<file path="src/design/lz78_dictionary_encoder_top_macros.svh">
// ----------------------------------------------------------------------------
// LZ78 encoder assertion macros
// Concurrent assertion wrappers, compiled out with NO_ASSERTIONS.
// ----------------------------------------------------------------------------
`ifndef LZ78_DICTIONARY_ENCODER_TOP_MACROS_SVH
`define LZ78_DICTIONARY_ENCODER_TOP_MACROS_SVH
`ifndef NO_ASSERTIONS
`define LZD_ASSERT_SAME(lbl, ante, cons, msg) \
    lbl: assert property (@(posedge clk) disable iff (!rst_n) (ante) |-> (cons)) \
        else $error(msg);
`define LZD_ASSERT_NEXT(lbl, ante, cons, msg) \
    lbl: assert property (@(posedge clk) disable iff (!rst_n) (ante) |=> (cons)) \
        else $error(msg);
`else
`define LZD_ASSERT_SAME(lbl, ante, cons, msg)
`define LZD_ASSERT_NEXT(lbl, ante, cons, msg)
`endif
`endif

</file>
<file path="src/design/lzd_pkg.sv">
// ----------------------------------------------------------------------------
// LZ78 encoder package
// Controller states, command and status bundles, shared helpers.
// ----------------------------------------------------------------------------
package lzd_pkg;

    localparam int SYM_W     = 8;
    localparam int WIDTH_IN_W = 17;

    localparam int END_CODE   = 0;
    localparam int ROOT_CODE  = 1;
    localparam int FIRST_CODE = 2;

    localparam logic OP_SYMBOL = 1'b0;
    localparam logic OP_FLUSH  = 1'b1;

    typedef enum logic [2:0] {
        S_IDLE,
        S_FWD,
        S_REV,
        S_FLUSH,
        S_EMIT_MID,
        S_STOP,
        S_EMIT
    } state_t;

    typedef struct packed {
        logic accept;
        logic rev_read;
        logic resolve;
        logic flush_pair;
        logic load_stop;
    } cmd_t;

    typedef struct packed {
        logic hit;
        logic pending;
        logic flush;
    } status_t;

    function automatic logic [4:0] width_of(logic [WIDTH_IN_W-1:0] v);
        logic [4:0] n;
        n = '0;
        for (int i = 0; i < WIDTH_IN_W; i++)
        begin
            if (v[i])
            begin
                n = 5'(i + 1);
            end
        end
        return n;
    endfunction

endpackage

</file>
<file path="src/design/lzd_ctrl.sv">
// ----------------------------------------------------------------------------
// LZ78 encoder controller
// Sequences lookup, update, flush and result delivery.
// ----------------------------------------------------------------------------
module lzd_ctrl
(
    input  logic            clk,
    input  logic            rst_n,
    input  logic            in_valid,
    output logic            in_ready,
    output logic            out_valid,
    input  logic            out_ready,
    input  lzd_pkg::status_t status,
    output lzd_pkg::cmd_t    cmd
);

    lzd_pkg::state_t state_reg;
    lzd_pkg::state_t state_next;

    always_ff @(posedge clk or negedge rst_n)
    begin
        if (!rst_n)
        begin
            state_reg <= lzd_pkg::S_IDLE;
        end
        else
        begin
            state_reg <= state_next;
        end
    end

    always_comb
    begin
        state_next = state_reg;
        unique case (state_reg)
            lzd_pkg::S_IDLE:
            begin
                if (in_valid)
                begin
                    state_next = status.flush ? lzd_pkg::S_FLUSH : lzd_pkg::S_FWD;
                end
            end
            lzd_pkg::S_FWD:
            begin
                state_next = lzd_pkg::S_REV;
            end
            lzd_pkg::S_REV:
            begin
                state_next = status.hit ? lzd_pkg::S_IDLE : lzd_pkg::S_EMIT;
            end
            lzd_pkg::S_FLUSH:
            begin
                state_next = status.pending ? lzd_pkg::S_EMIT_MID : lzd_pkg::S_STOP;
            end
            lzd_pkg::S_EMIT_MID:
            begin
                if (out_ready)
                begin
                    state_next = lzd_pkg::S_STOP;
                end
            end
            lzd_pkg::S_STOP:
            begin
                state_next = lzd_pkg::S_EMIT;
            end
            lzd_pkg::S_EMIT:
            begin
                if (out_ready)
                begin
                    state_next = lzd_pkg::S_IDLE;
                end
            end
            default:
            begin
                state_next = lzd_pkg::S_IDLE;
            end
        endcase
    end

    always_comb
    begin
        cmd       = '0;
        in_ready  = 1'b0;
        out_valid = 1'b0;
        unique case (state_reg)
            lzd_pkg::S_IDLE:
            begin
                in_ready   = 1'b1;
                cmd.accept = in_valid;
            end
            lzd_pkg::S_FWD:
            begin
                cmd.rev_read = 1'b1;
            end
            lzd_pkg::S_REV:
            begin
                cmd.resolve = 1'b1;
            end
            lzd_pkg::S_FLUSH:
            begin
                cmd.flush_pair = status.pending;
            end
            lzd_pkg::S_EMIT_MID:
            begin
                out_valid = 1'b1;
            end
            lzd_pkg::S_STOP:
            begin
                cmd.load_stop = 1'b1;
            end
            lzd_pkg::S_EMIT:
            begin
                out_valid = 1'b1;
            end
            default:
            begin
                cmd = '0;
            end
        endcase
    end

endmodule

</file>
<file path="config.mk">
export PLATFORM = sky130hd
export DESIGN_NAME = lzd_ctrl
export DESIGN_NICKNAME = d
export VERILOG_FILES = /design/src/design/lz78_dictionary_encoder_top_macros.svh /design/src/design/lzd_pkg.sv /design/src/design/lzd_ctrl.sv
export SDC_FILE = /design/constraint.sdc
export NUM_CORES = 1
export LEC_CHECK = 0
export BUFFER_PORTS_ARGS = -buffer_cell sky130_fd_sc_hd__clkbuf_2
export CAP_MARGIN = 30
export CORE_AREA = 2 2 39 41
export DETAILED_ROUTE_END_ITERATION = 7
export DIE_AREA = 0 0 41 43
export SETUP_SLACK_MARGIN = 0.3
export SLEW_MARGIN = 20
export SYNTH_ARGS = -nofsm -noshare
export SYNTH_HDL_FRONTEND = slang
export SYNTH_SLANG_ARGS = --single-unit
</file>
<file path="constraint.sdc">
create_clock -name clk -period 1.25 [get_ports clk]
set_clock_uncertainty 0.15 [all_clocks]
set_input_delay 0 -clock clk [delete_from_list [all_inputs] [get_ports clk]]
set_output_delay 0 -clock clk [all_outputs]
set_load 0.01 [all_outputs]
</file>
==> results of run 1 <==
## layout by cell type (no fill, tap or decap), types with 2 or more instances in the layout
cell and count:
buf_2 5, buf_4 4, nand2_1 3, clkbuf_4 3, dlygate4sd3_1 4, nor2_1 2
buf_6 7, dfrtp_2 3, o21ai_2 2, clkbuf_2 6
## report_power, final
part	total [uW]	switching, uW	internal (uW)
logic	769	321	448
registers	248	94.9	153
clock network	175	54.7	120
total	1190	470	721
## layout make-up
cell class,instances,area (sq um)
timing repair buffer,26,204
sequential,3,78.8
inverter,3,13.8
multi-input combinational,20,156
tap,16,20.0
fill,149,885
clock buffer,4,26.3
## tightest hold or removal path, cell delays in order
cell,delay (ns)
clkbuf_2,0.08
nand2_1,0.05
o311ai_0,0.11
## what timing repair did
action,4_1_cts,5_1_grt
endpoints found under the setup margin,10,12
endpoints found under the hold margin,6,2
gates cloned,0,0
resized for setup,12,17
setup buffers,5,1
pin swaps,5,7
## worst min path at each step
stage	to	slack, ns	cells after the start
final	state_reg[1]$_DFFE_PN0P_	-0.09	3
after CTS	state_reg[1]$_DFFE_PN0P_	-0.11	3
after global placement	state_reg[2]$_DFFE_PN0P_	-0.35	1
after detailed placement	state_reg[2]$_DFFE_PN0P_	-0.35	1
after global routing	state_reg[1]$_DFFE_PN0P_	-0.05	3
after floorplan	state_reg[0]$_DFFE_PN0P_	-0.45	0
## layer usage
| layer | routed length [um] | track usage [%] | share of wire, % | vias up |
|---|---|---|---|---|
| li1 | - | - | - | 151 |
| met1 | 313 | 13.3 | 39 | 138 |
| met2 | 404 | 15.9 | 51 | 13 |
| met3 | 66 | 6.81 | 8.3 | 2 |
| met4 | 11 | 6.00 | 1.4 | 0 |
| met5 | 0 | 0 | 0 | - |
## stage by stage
| stage | setup WS, ns | setup TNS [ns] | instance area (sq um) | utilization (%) | instances |
|---|---|---|---|---|---|
| 2_1_floorplan | 0.00936 | 0 | 235 | - | 28 |
| 3_3_place_gp | -0.0240 | -0.0292 | 320 | 23.1 | 58 |
| 3_5_place_dp | -0.0352 | -0.0370 | 320 | 23.1 | 58 |
| 4_1_cts | -0.189 | -0.731 | 457 | 33.0 | 71 |
| 5_1_grt | -0.212 | -1.02 | 499 | 36.1 | 72 |
| 6_report | -0.169 | -0.654 | 499 | 36.1 | 72 |
## logic make-up (layout without fill, tap and decap cells)
family | Yosys count | after routing | synth area share, %
buffers and inverters | 5 | 33 | 12.1
flip-flops | 3 | 3 | 34.5
AO/OA/AOI/OAI | 5 | 5 | 14.9
AND/OR/NAND/NOR | 15 | 15 | 38.5
==> summary.md, run 1 <==
| Metric | Value |
|---|---|
| Number of remaining DRC errors | `0` |
| Most used DFF post-synth | `dfrtp_1` |
| PortBufs | `13` |
| Setup crit end | `cmd[3]` |
| Post-DP HPWL | `475 um` |
| Reg-to-reg setup timing slack | `-0.07 ns` |
| Worst R2R End | `state_reg[1]$_DFFE_PN0P_` |
| Hold-fix buffers, CTS | `4` |
| Post-synth EDFFs | `0` |
| Routability Congestion | `approximately 0.75` |
| Crit path max-delay family | `flip-flops` |
| FF-to-FF path depth | `3` |
| Power density cells | `2390 nW/um^2` |
| Hold_sp | `status[0]` |
| Tightest Pin Transition | `0.335 ns` |
| Count leader, synth | `nand2_1` |
| Max Cap Viol | `0` |
| Final setup viols | `7` |
| Max Fclk | `between 700 and 800 MHz` |
| Pin count of the biggest net entering global routing | `8` |
| Synth top area share | `between 30% and 40%` |
| Net Count, Synth | `35` |
| Syn Area/Cell | `7.78 sq um` |
| DR WL/cell | `roughly 11 um` |
| Slowest-stage cell, CP | `dfrtp_2` |
| Failing checks | `negative hold slack, negative setup slack` |
| Worst path depth | `4` |
| Final WS setup | `-0.169 ns` |
| Crit start category | `register` |
| Vias in the first global route | `slightly below 300` |
| Ant diodes | `0` |
| Die width | `41 um` |
| Num CTS Buffers | `3` |
| NumNets Final | `64` |
| Clock Tree Root | `clkbuf_4` |
| Rows | `14` |
| Crit path capture type | `primary output` |
| Final-report hold violation count | `2` |
| Worst EP required | `1.10 ns` |
| Top cells by area, synth | `dfrtp_1, o21ai_0, buf_4` |
| GR Overflow Total | `0` |
| Kind of critical path | `reg2out` |
| Unique masters post-synth | `15` |
| Routed wire length | `795 um` |
| Vias | `304` |
| Total I/O pin count | `14` |
| H-tree Lvls | `1` |
| Register area share after synthesis | `34.5%` |
| DRT antenna net count | `0` |
| First-pass GRT wire length | `1310 um` |
| DRT iter0 DRCs | `6` |
| WHS | `-0.0859 ns` |
| P_leak | `0.000241 uW` |
| Yosys top cell by area | `dfrtp_1` |
| Crit-path max cell delay | `0.43 ns` |
| WP buf/inv | `2` |
| Synthesized cell area | `218 sq um` |
| GR Util All Layers | `a little under an eighth` |
| Drt first pass iters | `4` |
| Max IR drop VDD | `~1.1 mV` |
| CP Launch Point | `state_reg[1]$_DFFE_PN0P_` |
| RSZ-0062 raised after global routing | `yes` |
| CTS tree | `built` |
| Max_slew headroom | `77.4%` |
| Yosys reg bits | `3` |
| Hold Crit Class | `in2reg` |
| YS warnings | `0` |
| Worst path cell trace | `buf_6 -> or2b_1 -> nor2_1 -> buf_2` |
| Crit share post-route | `114%` |
| Die height | `43 um` |
| Layout cells sized above 1 | `69.6%` |
| Critical path peak fanout | `4` |
| Vias/cell | `4.22` |
| Clk Latency, worst-skew pair | `0.24 ns` |
| Max clock buf depth | `2` |
| RR Startpoint | `state_reg[1]$_DFFE_PN0P_` |
| Outcome | `finished, violations left` |
| Slew Limit Fails | `0` |
| Ys async rst share | `100%` |
| Die area | `1760 sq um` |
| Post-Synthesis Cells | `28` |
| Crit path DAT | `between 1 and 1.5 ns` |
| Core ar. | `1380 sq um` |
| Initial Util | `15.7%` |
| Max reg flops | `3` |
| Pwr Total | `1190 uW` |
| Final min period | `1.42 ns` |
| Clock sink count | `3` |
| Post-synth top cells | `nand2_1, dfrtp_1, inv_1, nor2_1, o21ai_0` |
| Area grow syn2layout | `129%` |
| Initial antenna violation count | `0` |
| Clock slew at reported path FFs | `0.04 ns` |
Power figures use the tool's default switching activity.
==> run 2, diff against run 1 <==
--- a/config.mk
+++ b/config.mk
@@ -10,7 +10,7 @@
 export CORE_AREA = 2 2 39 41
 export DETAILED_ROUTE_END_ITERATION = 7
 export DIE_AREA = 0 0 41 43
-export SETUP_SLACK_MARGIN = 0.3
+export SETUP_SLACK_MARGIN = 0.5
 export SLEW_MARGIN = 20
 export SYNTH_ARGS = -nofsm -noshare
 export SYNTH_HDL_FRONTEND = slang
==> summary.md, run 2 (synthesized netlist as in run 1, its figures left out) <==
| Metric | Value |
|---|---|
| Most frequent cells in the layout | `buf_4, clkbuf_2, nand2_1, buf_2, buf_6` |
| NumNets Final | `60 (-6.3%)` |
| Rows | `14 (unchanged)` |
| PortBufs | `13 (unchanged)` |
| DRT antenna net count | `0 (unchanged)` |
| Hold Crit Class | `in2reg` |
| Area grow syn2layout | `99.4%` |
| P_leak | `0.000213 uW (-12%)` |
| Final-report hold violation count | `6 (+4)` |
| Most common cell on crit path | `buf_4` |
| Total I/O pin count | `14 (unchanged)` |
| Crit path max-delay family | `flip-flops` |
| Ant diodes | `0 (unchanged)` |
| Final WS setup | `-0.0594 ns (+0.110 ns)` |
| Crit path capture type | `primary output` |
| WP buf/inv | `3 (+1)` |
| Number of remaining DRC errors | `0 (unchanged)` |
| DRT iter0 DRCs | `3 (-3)` |
| Outcome | `finished, violations left` |
| Final Util | `31.4% (-4.7 points)` |
| Critical path peak fanout | `4 (unchanged)` |
| Num CTS Buffers | `3 (unchanged)` |
| Clock sink count | `3 (unchanged)` |
| Layout cells sized above 1 | `65.4% (-4.3 points)` |
| Crit-path max cell delay | `0.44 ns (about the same)` |
| Initial antenna violation count | `0 (unchanged)` |
| Crit share post-route | `105% (-8.8 points)` |
| Final setup viols | `7 (unchanged)` |
| Setup TNS | `-0.268 ns (+0.386 ns)` |
| Kind of critical path | `reg2out` |
| Pin count of the biggest net entering global routing | `6 (-2)` |
| Fillers | `153 (+2.7%)` |
| Max Fclk | `764 MHz (+8.4%)` |
| Clock Tree Root | `clkbuf_4` |
| RSZ-0062 raised after global routing | `yes` |
| Final min period | `1.31 ns (-0.110 ns)` |
| Max clock buf depth | `2 (unchanged)` |
| Crit start category | `register` |
| Initial Util | `15.7% (unchanged)` |
| Post-Place Cells | `57 (-1.7%)` |
| Worst path cell trace | `buf_4 -> buf_4 -> nor2_2 -> buf_2` |
| Clk Latency, worst-skew pair | `0.24 ns (about the same)` |
| Post-DP HPWL | `479 um (+0.91%)` |
| Slew Limit Fails | `0 (unchanged)` |
| Vias in the first global route | `294 (+1.4%)` |
| Tightest Pin Transition | `0.328 ns (-0.00663 ns)` |
| Drt first pass iters | `4 (unchanged)` |
| Routability Congestion | `0.783 (+4.6%)` |
| Worst EP required | `1.10 ns (about the same)` |
| Clock slew at reported path FFs | `0.04 ns (about the same)` |
| Power density cells | `2500 nW/um^2 (+5.0%)` |
| Max_slew headroom | `77.8% (+0.45 points)` |
| Max Cap Viol | `0 (unchanged)` |
| Most common cell after layout, fill and taps aside | `buf_4` |
| Die area | `1760 sq um (unchanged)` |
| Layout Cells excl Fill | `68 (-5.6%)` |
| WHS | `-0.0772 ns (+0.00867 ns)` |
| H-tree Lvls | `1 (unchanged)` |
| First-pass GRT wire length | `1150 um (-13%)` |
| GR Util All Layers | `9.97% (-1.5 points)` |
| Die height | `43 um (unchanged)` |
| Max reg flops | `3 (unchanged)` |
| Routed wire length | `686 um (-14%)` |
| Core ar. | `1380 sq um (unchanged)` |
| Vias | `298 (-2.0%)` |
| Vias/cell | `4.38 (+3.8%)` |
| CTS tree | `built` |
| Failing checks | `negative hold slack, negative setup slack` |
| Crit path DAT | `1.16 ns (-0.11 ns)` |
| Pwr Total | `1090 uW (-8.7%)` |
| Die width | `41 um (unchanged)` |
| GR Overflow Total | `0 (unchanged)` |
| DR WL/cell | `10.1 um (-8.6%)` |
| Max IR drop VDD | `0.761 mV (-31%)` |
| Slowest-stage cell, CP | `dfrtp_2` |
| Hold-fix buffers, CTS | `1 (-3)` |
==> run 2: changes by cell type in the layout (fill, tap and decap cells not counted), sizes merged <==
cell         before  now
dlygate4sd3       4    1
buf              16   15
==> run 2: layer usage <==
layer / GRT usage (%) / share of wire, % / vias up
met5: 0 / 0 / -
met4: 10.0 / 2.0 / 0
li1: - / - / 145
met1: 11.4 / 36 / 136
met3: 2.62 / 12 / 2
met2: 13.8 / 50 / 15
==> run 2: cell type report <==
type | count | area (sq um) | share of cell area, %
flip-flops and latches | 3 | 78.8 | 18.2
inverters | 3 | 13.8 | 3.17
well taps | 16 | 20.0 | 4.61
clock buffers | 4 | 26.3 | 6.05
multi-input cells | 20 | 138 | 31.7
repair buffers | 22 | 158 | 36.3
==> run 2: final timing paths <==
path	cells after the start	from	slack, ns	end
min in group asynchronous	2	rst_n	-0.05	state_reg[2]$_DFFE_PN0P_
max	4	state_reg[2]$_DFFE_PN0P_	-0.06	cmd[3]
min reg2reg	2	state_reg[2]$_DFFE_PN0P_	0.51	state_reg[2]$_DFFE_PN0P_
max in group asynchronous	2	rst_n	0.88	state_reg[0]$_DFFE_PN0P_
min	3	status[0]	-0.08	state_reg[1]$_DFFE_PN0P_
max reg2reg	3	state_reg[1]$_DFFE_PN0P_	-0.06	state_reg[0]$_DFFE_PN0P_
==> run 2: worst register-to-register path, cell delays in order (launching register included) <==
cell and delay (ns):
dfrtp_2 0.43, buf_4 0.15, nor4b_1 0.13, or3_1 0.31
==> run 2: power by group <==
part / switching [uW] / internal, uW
sequential: 79.0 / 153
clock: 54.1 / 120
combinational: 286 / 395
total: 420 / 667
==> run 2: timing repair <==
action	in CTS	in global routing
endpoints found under the hold margin	6	4
setup endpoints to repair	10	10
cloned	0	0
pin swaps	3	1
gates resized for setup	8	10
setup buffers	6	0
==> run 2: metrics by stage <==
stage | cell area (sq um) | setup slack [ns]
after floorplan | 235 | 0.00936
after global placement | 313 | -0.0771
after detailed placement | 313 | -0.113
after CTS | 414 | -0.0715
after global routing | 434 | -0.106
final | 434 | -0.0594
